[config.mk]
export PLATFORM = sky130hd
export DESIGN_NAME = joystick_hysteresis_keymap
export DESIGN_NICKNAME = d
export VERILOG_FILES = /design/src/hw/rtl/jhk_pkg.sv /design/src/hw/rtl/joystick_hysteresis_keymap.sv
export VERILOG_INCLUDE_DIRS = /design/src /design/src/hw/rtl
export SDC_FILE = /design/constraint.sdc
export NUM_CORES = 1
export LEC_CHECK = 0
export BUFFER_PORTS_ARGS = -buffer_cell sky130_fd_sc_hd__buf_2
export CAP_MARGIN = 10
export CELL_PAD_IN_SITES_DETAIL_PLACEMENT = 1
export CELL_PAD_IN_SITES_GLOBAL_PLACEMENT = 2
export CORE_MARGIN = 2
export CORE_UTILIZATION = 37
export DETAILED_ROUTE_END_ITERATION = 7
export PLACE_DENSITY = 0.8
export SLEW_MARGIN = 20
export SYNTH_ARGS = -nofsm -noshare
export SYNTH_HDL_FRONTEND = slang
export SYNTH_SLANG_ARGS = --single-unit
[constraint.sdc]
create_clock -name clk -period 9.81 [get_ports clk]
set_clock_uncertainty 0.2 [all_clocks]
set_input_delay 1.4715 -clock clk [delete_from_list [all_inputs] [get_ports clk]]
set_output_delay 1.4715 -clock clk [all_outputs]
set_load 0.005 [all_outputs]
[src/hw/rtl/assert_macros.svh]
// assertion helpers for the rtl
`ifndef ASSERT_MACROS_SVH
`define ASSERT_MACROS_SVH

// property checked on the rising edge of clk, off while in reset
`define ASSERT_CLK(label, prop, msg) \
	label: assert property (@(posedge clk) disable iff (!arst_n) prop) else $error(msg);

// implication checked on the rising edge of clk, off while in reset
`define ASSERT_IMPL(label, ante, cons, msg) \
	`ASSERT_CLK(label, (ante) |-> (cons), msg)

`endif

[src/hw/rtl/jhk_pkg.sv]
// ----------------------------------------------------------------------------
// jhk_pkg
// types and codes for the joystick hysteresis key mapper
// ----------------------------------------------------------------------------
package jhk_pkg;

	localparam int unsigned LEVEL_W  = 10;
	localparam int unsigned MARGIN_W = 9;
	localparam int unsigned ACTION_W = 3;
	localparam int unsigned CFG_IDX_W = 2;

	// configuration register indexes
	localparam logic [CFG_IDX_W-1:0] REG_X_CENTER       = 2'd0;
	localparam logic [CFG_IDX_W-1:0] REG_Y_CENTER       = 2'd1;
	localparam logic [CFG_IDX_W-1:0] REG_ENGAGE_MARGIN  = 2'd2;
	localparam logic [CFG_IDX_W-1:0] REG_RELEASE_MARGIN = 2'd3;

	// action codes
	localparam logic [ACTION_W-1:0] ACT_NONE     = 3'd0;
	localparam logic [ACTION_W-1:0] ACT_MENU     = 3'd1;
	localparam logic [ACTION_W-1:0] ACT_KEYBOARD = 3'd2;
	localparam logic [ACTION_W-1:0] ACT_VOL_UP   = 3'd3;
	localparam logic [ACTION_W-1:0] ACT_VOL_DOWN = 3'd4;

	// reset values of the configuration registers
	localparam logic [LEVEL_W-1:0]  X_CENTER_RST       = 10'd512;
	localparam logic [LEVEL_W-1:0]  Y_CENTER_RST       = 10'd512;
	localparam logic [MARGIN_W-1:0] ENGAGE_MARGIN_RST  = 9'd120;
	localparam logic [MARGIN_W-1:0] RELEASE_MARGIN_RST = 9'd100;

	typedef struct packed {
		logic [LEVEL_W-1:0] x_level;
		logic [LEVEL_W-1:0] y_level;
		logic               fire_button;
		logic               autofire_button;
		logic               aux_button;
	} jhk_in_t;

	typedef struct packed {
		logic                left_held;
		logic                right_held;
		logic                up_held;
		logic                down_held;
		logic                fire_held;
		logic                autofire_held;
		logic                send_report;
		logic [ACTION_W-1:0] action;
	} jhk_out_t;

endpackage

[src/hw/rtl/joystick_hysteresis_keymap.sv]
// ----------------------------------------------------------------------------
// joystick_hysteresis_keymap: stick and button poll to key bits and actions
// an accepted poll is held in the input reg, then its result in the result reg
// throughput one poll per cycle, ready falls only when the result is stalled
// async reset clears pipeline, directions, aux history, chord requests and
// restores the config defaults
// ----------------------------------------------------------------------------
module joystick_hysteresis_keymap (
	input  logic                            clk,
	input  logic                            arst_n,
	input  logic                            in_valid,
	output logic                            in_ready,
	input  jhk_pkg::jhk_in_t                in_data,
	output logic                            out_valid,
	input  logic                            out_ready,
	output jhk_pkg::jhk_out_t               out_data,
	input  logic                            cfg_valid,
	output logic                            cfg_ready,
	input  logic [jhk_pkg::CFG_IDX_W-1:0]   cfg_index,
	input  logic [jhk_pkg::LEVEL_W-1:0]     cfg_data
);
	import jhk_pkg::*;
	`include "assert_macros.svh"

	// configuration
	logic [LEVEL_W-1:0]  x_center_q;
	logic [LEVEL_W-1:0]  y_center_q;
	logic [MARGIN_W-1:0] engage_margin_q;
	logic [MARGIN_W-1:0] release_margin_q;

	// pipeline and state
	logic                valid_s1;
	jhk_in_t             data_s1;
	logic                valid_s2;
	jhk_out_t            data_s2;
	logic [3:0]          dir_q;    // left, right, up, down at bits 0..3
	logic                aux_prev_q;
	logic [2:0]          chord_q;  // keyboard, volume up, volume down at bits 0..2

	logic                advance;
	logic                aux_press;
	logic                aux_release;
	logic [2:0]          chord_next;
	logic [ACTION_W-1:0] action;
	logic [3:0]          dir_mid;
	logic [MARGIN_W-1:0] m_left;
	logic [MARGIN_W-1:0] m_right;
	logic [MARGIN_W-1:0] m_up;
	logic [MARGIN_W-1:0] m_down;
	logic [LEVEL_W:0]    x_ext;
	logic [LEVEL_W:0]    y_ext;
	logic [LEVEL_W:0]    xc_ext;
	logic [LEVEL_W:0]    yc_ext;
	logic [3:0]          dir_next;
	jhk_out_t            result;

	assign cfg_ready = 1'b1;

	always_ff @(posedge clk or negedge arst_n) begin
		if (!arst_n) begin
			x_center_q       <= X_CENTER_RST;
			y_center_q       <= Y_CENTER_RST;
			engage_margin_q  <= ENGAGE_MARGIN_RST;
			release_margin_q <= RELEASE_MARGIN_RST;
		end else if (cfg_valid && cfg_ready) begin
			case (cfg_index)
				REG_X_CENTER:       x_center_q       <= cfg_data;
				REG_Y_CENTER:       y_center_q       <= cfg_data;
				REG_ENGAGE_MARGIN:  engage_margin_q  <= cfg_data[MARGIN_W-1:0];
				REG_RELEASE_MARGIN: release_margin_q <= cfg_data[MARGIN_W-1:0];
				default: ;
			endcase
		end
	end

	assign advance  = valid_s1 && (!valid_s2 || out_ready);
	assign in_ready = !valid_s1 || advance;

	// aux edge handling
	assign aux_press   = data_s1.aux_button && !aux_prev_q;
	assign aux_release = !data_s1.aux_button && aux_prev_q;

	always_comb begin
		chord_next = chord_q;
		action     = ACT_NONE;
		dir_mid    = dir_q;
		if (aux_press) begin
			chord_next = {dir_q[3], dir_q[2], dir_q[0]};
		end
		if (aux_release) begin
			chord_next = 3'b000;
			if (chord_q[0]) begin
				action  = ACT_KEYBOARD;
				dir_mid = 4'b0000;
			end else if (chord_q[1]) begin
				action = ACT_VOL_UP;
			end else if (chord_q[2]) begin
				action = ACT_VOL_DOWN;
			end else begin
				action  = ACT_MENU;
				dir_mid = 4'b0000;
			end
		end
	end

	// hysteresis: release margin while held, engage margin while released
	assign m_left  = dir_mid[0] ? release_margin_q : engage_margin_q;
	assign m_right = dir_mid[1] ? release_margin_q : engage_margin_q;
	assign m_up    = dir_mid[2] ? release_margin_q : engage_margin_q;
	assign m_down  = dir_mid[3] ? release_margin_q : engage_margin_q;

	assign x_ext  = {1'b0, data_s1.x_level};
	assign y_ext  = {1'b0, data_s1.y_level};
	assign xc_ext = {1'b0, x_center_q};
	assign yc_ext = {1'b0, y_center_q};

	// level < center - m rewritten as level + m < center, all unsigned
	assign dir_next[0] = (x_ext + {2'b00, m_left}) < xc_ext;
	assign dir_next[1] = x_ext > (xc_ext + {2'b00, m_right});
	assign dir_next[2] = (y_ext + {2'b00, m_up}) < yc_ext;
	assign dir_next[3] = y_ext > (yc_ext + {2'b00, m_down});

	always_comb begin
		result.left_held     = dir_next[0];
		result.right_held    = dir_next[1];
		result.up_held       = dir_next[2];
		result.down_held     = dir_next[3];
		result.fire_held     = data_s1.fire_button;
		result.autofire_held = data_s1.autofire_button;
		result.send_report   = (|dir_next) || data_s1.fire_button
			|| data_s1.autofire_button;
		result.action        = action;
	end

	always_ff @(posedge clk or negedge arst_n) begin
		if (!arst_n) begin
			valid_s1   <= 1'b0;
			valid_s2   <= 1'b0;
			dir_q      <= 4'b0000;
			aux_prev_q <= 1'b0;
			chord_q    <= 3'b000;
		end else begin
			if (in_valid && in_ready) begin
				valid_s1 <= 1'b1;
			end else if (advance) begin
				valid_s1 <= 1'b0;
			end
			if (advance) begin
				valid_s2   <= 1'b1;
				dir_q      <= dir_next;
				aux_prev_q <= data_s1.aux_button;
				chord_q    <= chord_next;
			end else if (out_ready) begin
				valid_s2 <= 1'b0;
			end
		end
	end

	// payload registers
	always_ff @(posedge clk) begin
		if (in_valid && in_ready) begin
			data_s1 <= in_data;
		end
		if (advance) begin
			data_s2 <= result;
		end
	end

	assign out_valid = valid_s2;
	assign out_data  = data_s2;

	`ASSERT_CLK(a_no_action_without_release,
		(advance && !data_s1.aux_button && !aux_prev_q) |=> (data_s2.action == ACT_NONE),
		"action produced without aux release")
	`ASSERT_CLK(a_chord_cleared_on_release,
		(advance && aux_release) |=> (chord_q == 3'b000),
		"chord requests kept after aux release")
	`ASSERT_CLK(a_stalled_item_kept,
		(valid_s1 && !advance) |=> (valid_s1 && $stable(data_s1)),
		"input stage lost a stalled item")
	`ASSERT_IMPL(a_menu_clears_held,
		valid_s1 && aux_release && !chord_q[0] && !chord_q[1] && !chord_q[2],
		action == ACT_MENU && dir_mid == 4'b0000,
		"menu action did not clear held directions")

endmodule

# Yosys cells after proc, flatten, opt, wreduce, memory -nomap -nowiden
# Index checks and enable logic that the tools add are counted.
# word_totals
regBits,81
latch_bits,0
ramBits,0
rom_bits,0
input_bits,40
n_memories,0
# op_classes
n_addsub,4
mul,0
div,0
n_lt_le_gt_ge,4
n_eq_ne,3
shift,0
mux,17
bitwise,1
n_reduce_logical,24
# op_table
op,count
$add 10x9->11,4
$mux 9,4
$gt 10x11->1,2
$lt 11x10->1,2
$mux 4,4
$reduce_and 2->1,5
$mux 3,3
$reduce_bool 2->1,3
$eq 2x2->1 const B,2
$logic_and 1x1->1,4
$logic_not 1->1,4
$logic_or 1x1->1,4
$mux 1,4
$mux 2,2
$reduce_or 4->1,1
$reduce_or 3->1,1
$eq 2x1->1 const B,1
$logic_not 2->1,1
$reduce_or 2->1,1
$not 1->1,1

# Longest topological paths before layout
# depth
depth_word,10
ltp_mapped,22
mapped_depth_nobuf,21

# Worst setup path before layout
# OpenSTA, ideal clock, no wires.
# synth_path
path_type,register to register
start,register aux_prev_q
end,"register data_s2, in the netlist out_data[3], data pin"
setup_time_ns,0.272
arrival_ns,3.989
t_required_ns,9.338
path_slack_ns,5.349
stages_incl_launch_ff,20
n_path_buf,1
period_less_slack_ns,4.461
path_cell_list,dfrtp_1 ha_1 o21ai_0 and2_1 buf_2 mux2_2 ha_1 a21o_1 a21oi_1 o211ai_1 a31o_2 a21oi_1 xnor2_1 ha_1 and4_1 nand2_1 a31oi_1 a211oi_1 o31ai_1 or4_1
# synth_lines
element,line_no,source
from (decl),joystick_hysteresis_keymap.sv:37,logic aux_prev_q;
from (signal assigned),joystick_hysteresis_keymap.sv:151,aux_prev_q <= data_s1.aux_button;
to (signal assigned),joystick_hysteresis_keymap.sv:165,data_s2 <= result;
to (decl),joystick_hysteresis_keymap.sv:35,jhk_out_t data_s2;

==> results.md <==
* Chip Height at 128 µm
* Critical Path End Type: flip-flop
* Post-synthesis sequential area ratio at approximately 39%
* Starting density of the core at 37.8%
* Pleak at 2.88 nW
* Crit Path Max Fanout at 9
* Syn_area_per_cell at 10.7 µm²
* Clk Latency, worst-skew pair at about 0.34 ns
* PwrDens at 306 nW/µm²
* Reg-to-reg slack, setup at 4.65 ns
* Unique masters post-synth at 53
* Final min period at just over 5 ns
* Min-delay worst type: reg2reg
* GRT Overall Usage at 18.3%
* CTS Hold Bufs at 0
* Ant diodes at 0
* Initial antenna violation count at 0
* Seq cells post-synth at 81
* Setup_tns at 0 ns
* Layout cells sized above 1 at about 25%
* Clock slew at reported path FFs at 0.06 ns
* Max cap viols at 0
* Top_reg_cell synth: dfrtp_1
* Final hold vios at 0
* Worst slack, placed at 4.66 ns
* Non-Filler Instances at 783
* RD Place Congestion at 0.826
* Detail Placement HPWL at 11300 µm
* CTS root buf: clkbuf_16
* Slew at the pin closest to its max-slew limit at 0.787 ns
* RSZ-0062 raised after global routing: no
* Final core utilization at 43.0%
* Synth top area cells: edfxtp_1, dfrtp_1, ha_1, mux2_2, dfstp_2
* CTS resizes at 0
* Total CTS buffers at 9
* Largest net degree at the start of global routing at 49
* Area grow syn2layout at 13.9%
* WP data required at roughly 9.7 ns
* Register area at 2200 µm²
* Clock Sinks at 81
* Post-synth top cells: ha_1, mux2_2, dfrtp_1, nand2_1, inv_1
* Clock Path Buffers at 2
* Synth Instances at 534
* DR iter-0 viols at 74
* Post-synth EDFFs at 33
* Input/output buffers at 51
* Reg2reg start: data_s1[0]
* Reg2Reg Depth at 19
* Top cell type's share of synthesized area at between 10% and 20%
* Multi-input gate area at 3350 µm²
* Drt via density at 5.32
* First-pass iteration count of the detailed router at 4
* Critical path class: reg2reg
* Status: finished, final reports clean
* Final setup vio count at 0
* Syn Nets at between 600 and 700
* CTS tree: yes
* Die Area at approximately 16000 µm²
* DRC violations left at 0
* Worst Setup SP: data_s1[0]
* Ys async rst share at approximately three fifths
* Final worst slack at 4.65 ns
* # IOs at 53
* Placed cells at 767
* Hold Crit Depth at 0
* Synth Warn # at 0
* Setup Buffers After CTS at 0
* Die X-Extent at 128 µm
* Critical Path AT at 5.04 ns
* Startpoint Class: flip-flop
* Hold path start: data_s1[2]
* H-tree levels at 3
* Most frequent cell after synthesis: ha_1
* Period utilization at 52.6%
* Mapped Area at between 5000 and 6000 µm²
* VDD IR max at roughly 0.14 mV
* Routed Wire Length at 14000 µm
* Core ar. at 15100 µm²
* Post-DR wirelength/cell at 17.9 µm
* ANT nets after route at 0
* Max Clk Rate at 194 MHz
* Post-layout nets at 711
* Worst hold slack at approximately 0.25 ns
* Global-route wire length before repair at about 23000 µm
* Vias at between 4000 and 5000
* Vias in the first global route at 4591
* Max-slew violations at 0
* Filler instances at roughly 1700
* Grt total ovfl at 0
* Site Rows at 45
* Max_slew headroom at 47.5%
* Area leader, netlist: edfxtp_1
==> worst paths after layout <==
| kind | to |
|---|---|
| max in group asynchronous | x_center_q[2] |
| max | out_data[3] |
| min | out_data[5] |
| min reg2reg | out_data[5] |
| min in group asynchronous | chord_q[1] |
| max reg2reg | out_data[3] |
==> routing by layer <==
metal / up-vias / GRT usage (%) / share of wire (%)
met5: - / 0 / 0
met4: 0 / 6.08 / 2.1
met3: 19 / 3.63 / 2.5
met2: 43 / 33.1 / 51
met1: 2055 / 21.8 / 44
li1: 2045 / - / -
==> power by group <==
part / switching [mW] / internal, mW
registers: 0.0541 / 0.432
logic: 0.615 / 0.530
clock network: 0.139 / 0.221
==> layout by cell type, fill, tap and decap left out, types with 11 or more instances in the layout <==
cell / n
ha_1: 77
mux2_2: 67
buf_2: 51
nand2_1: 39
dfrtp_1: 39
inv_1: 37
o21ai_0: 35
edfxtp_1: 33
nor2_1: 27
a21oi_1: 24
xnor2_1: 19
nor3_1: 14
xor2_1: 11
==> stage by stage <==
stage,total power [mW],instance area [µm²]
3_5_place_dp,1.64,6190
3_3_place_gp,1.58,6190
5_1_grt,2.19,6510
6_report,1.99,6510
4_1_cts,2.02,6510
2_1_floorplan,1.33,5720
==> critical path, stage by stage, from the launching register on <==
cell and delay (ns):
edfxtp_1 0.33, inv_1 0.06, ha_1 0.27, o21ai_0 0.18, and2_1 0.46, mux2_2 0.40, ha_1 0.27, a21o_1 0.18
a21oi_1 0.26, o211ai_1 0.18, a31o_2 0.26, a21oi_1 0.19, xnor2_1 0.15, ha_1 0.28, and4_1 0.20, nand2_1 0.08
a31oi_1 0.05, a211oi_1 0.31, o31ai_1 0.18, or4_1 0.41
==> registers in the layout, summed over array words and instances (netlist names) <==
signal / cells
data_s1: 23
out_data: 10
x_center_q: 10
y_center_q: 10
engage_margin_q: 9
release_margin_q: 9
dir_q: 4
chord_q: 3
aux_prev_q: 1
out_valid: 1
valid_s1: 1
==> layout make-up <==
cell class | count | area share [%]
Multi-Input combinational cell | 408 | 51.4
Clock buffer | 13 | 4.17
Tap cell | 188 | 3.61
Inverter | 37 | 2.13
Sequential cell | 81 | 33.8
Timing Repair Buffer | 53 | 4.15
Clock inverter | 3 | 0.692
==> kinds of logic (layout without fill, tap and decap cells) <==
group | Yosys count | in the layout | synth area share (%)
xor+xnor | 30 | 30 | 4.60
fa+ha+maj | 81 | 81 | 18.2
flops | 81 | 81 | 38.5
other cells | 1 | 1 | 0.0656
compound gates | 98 | 98 | 10.7
mux | 68 | 68 | 13.4
buf+inv | 45 | 106 | 3.11
simple gates | 130 | 130 | 11.4
(Power assumes the default switching activity.)
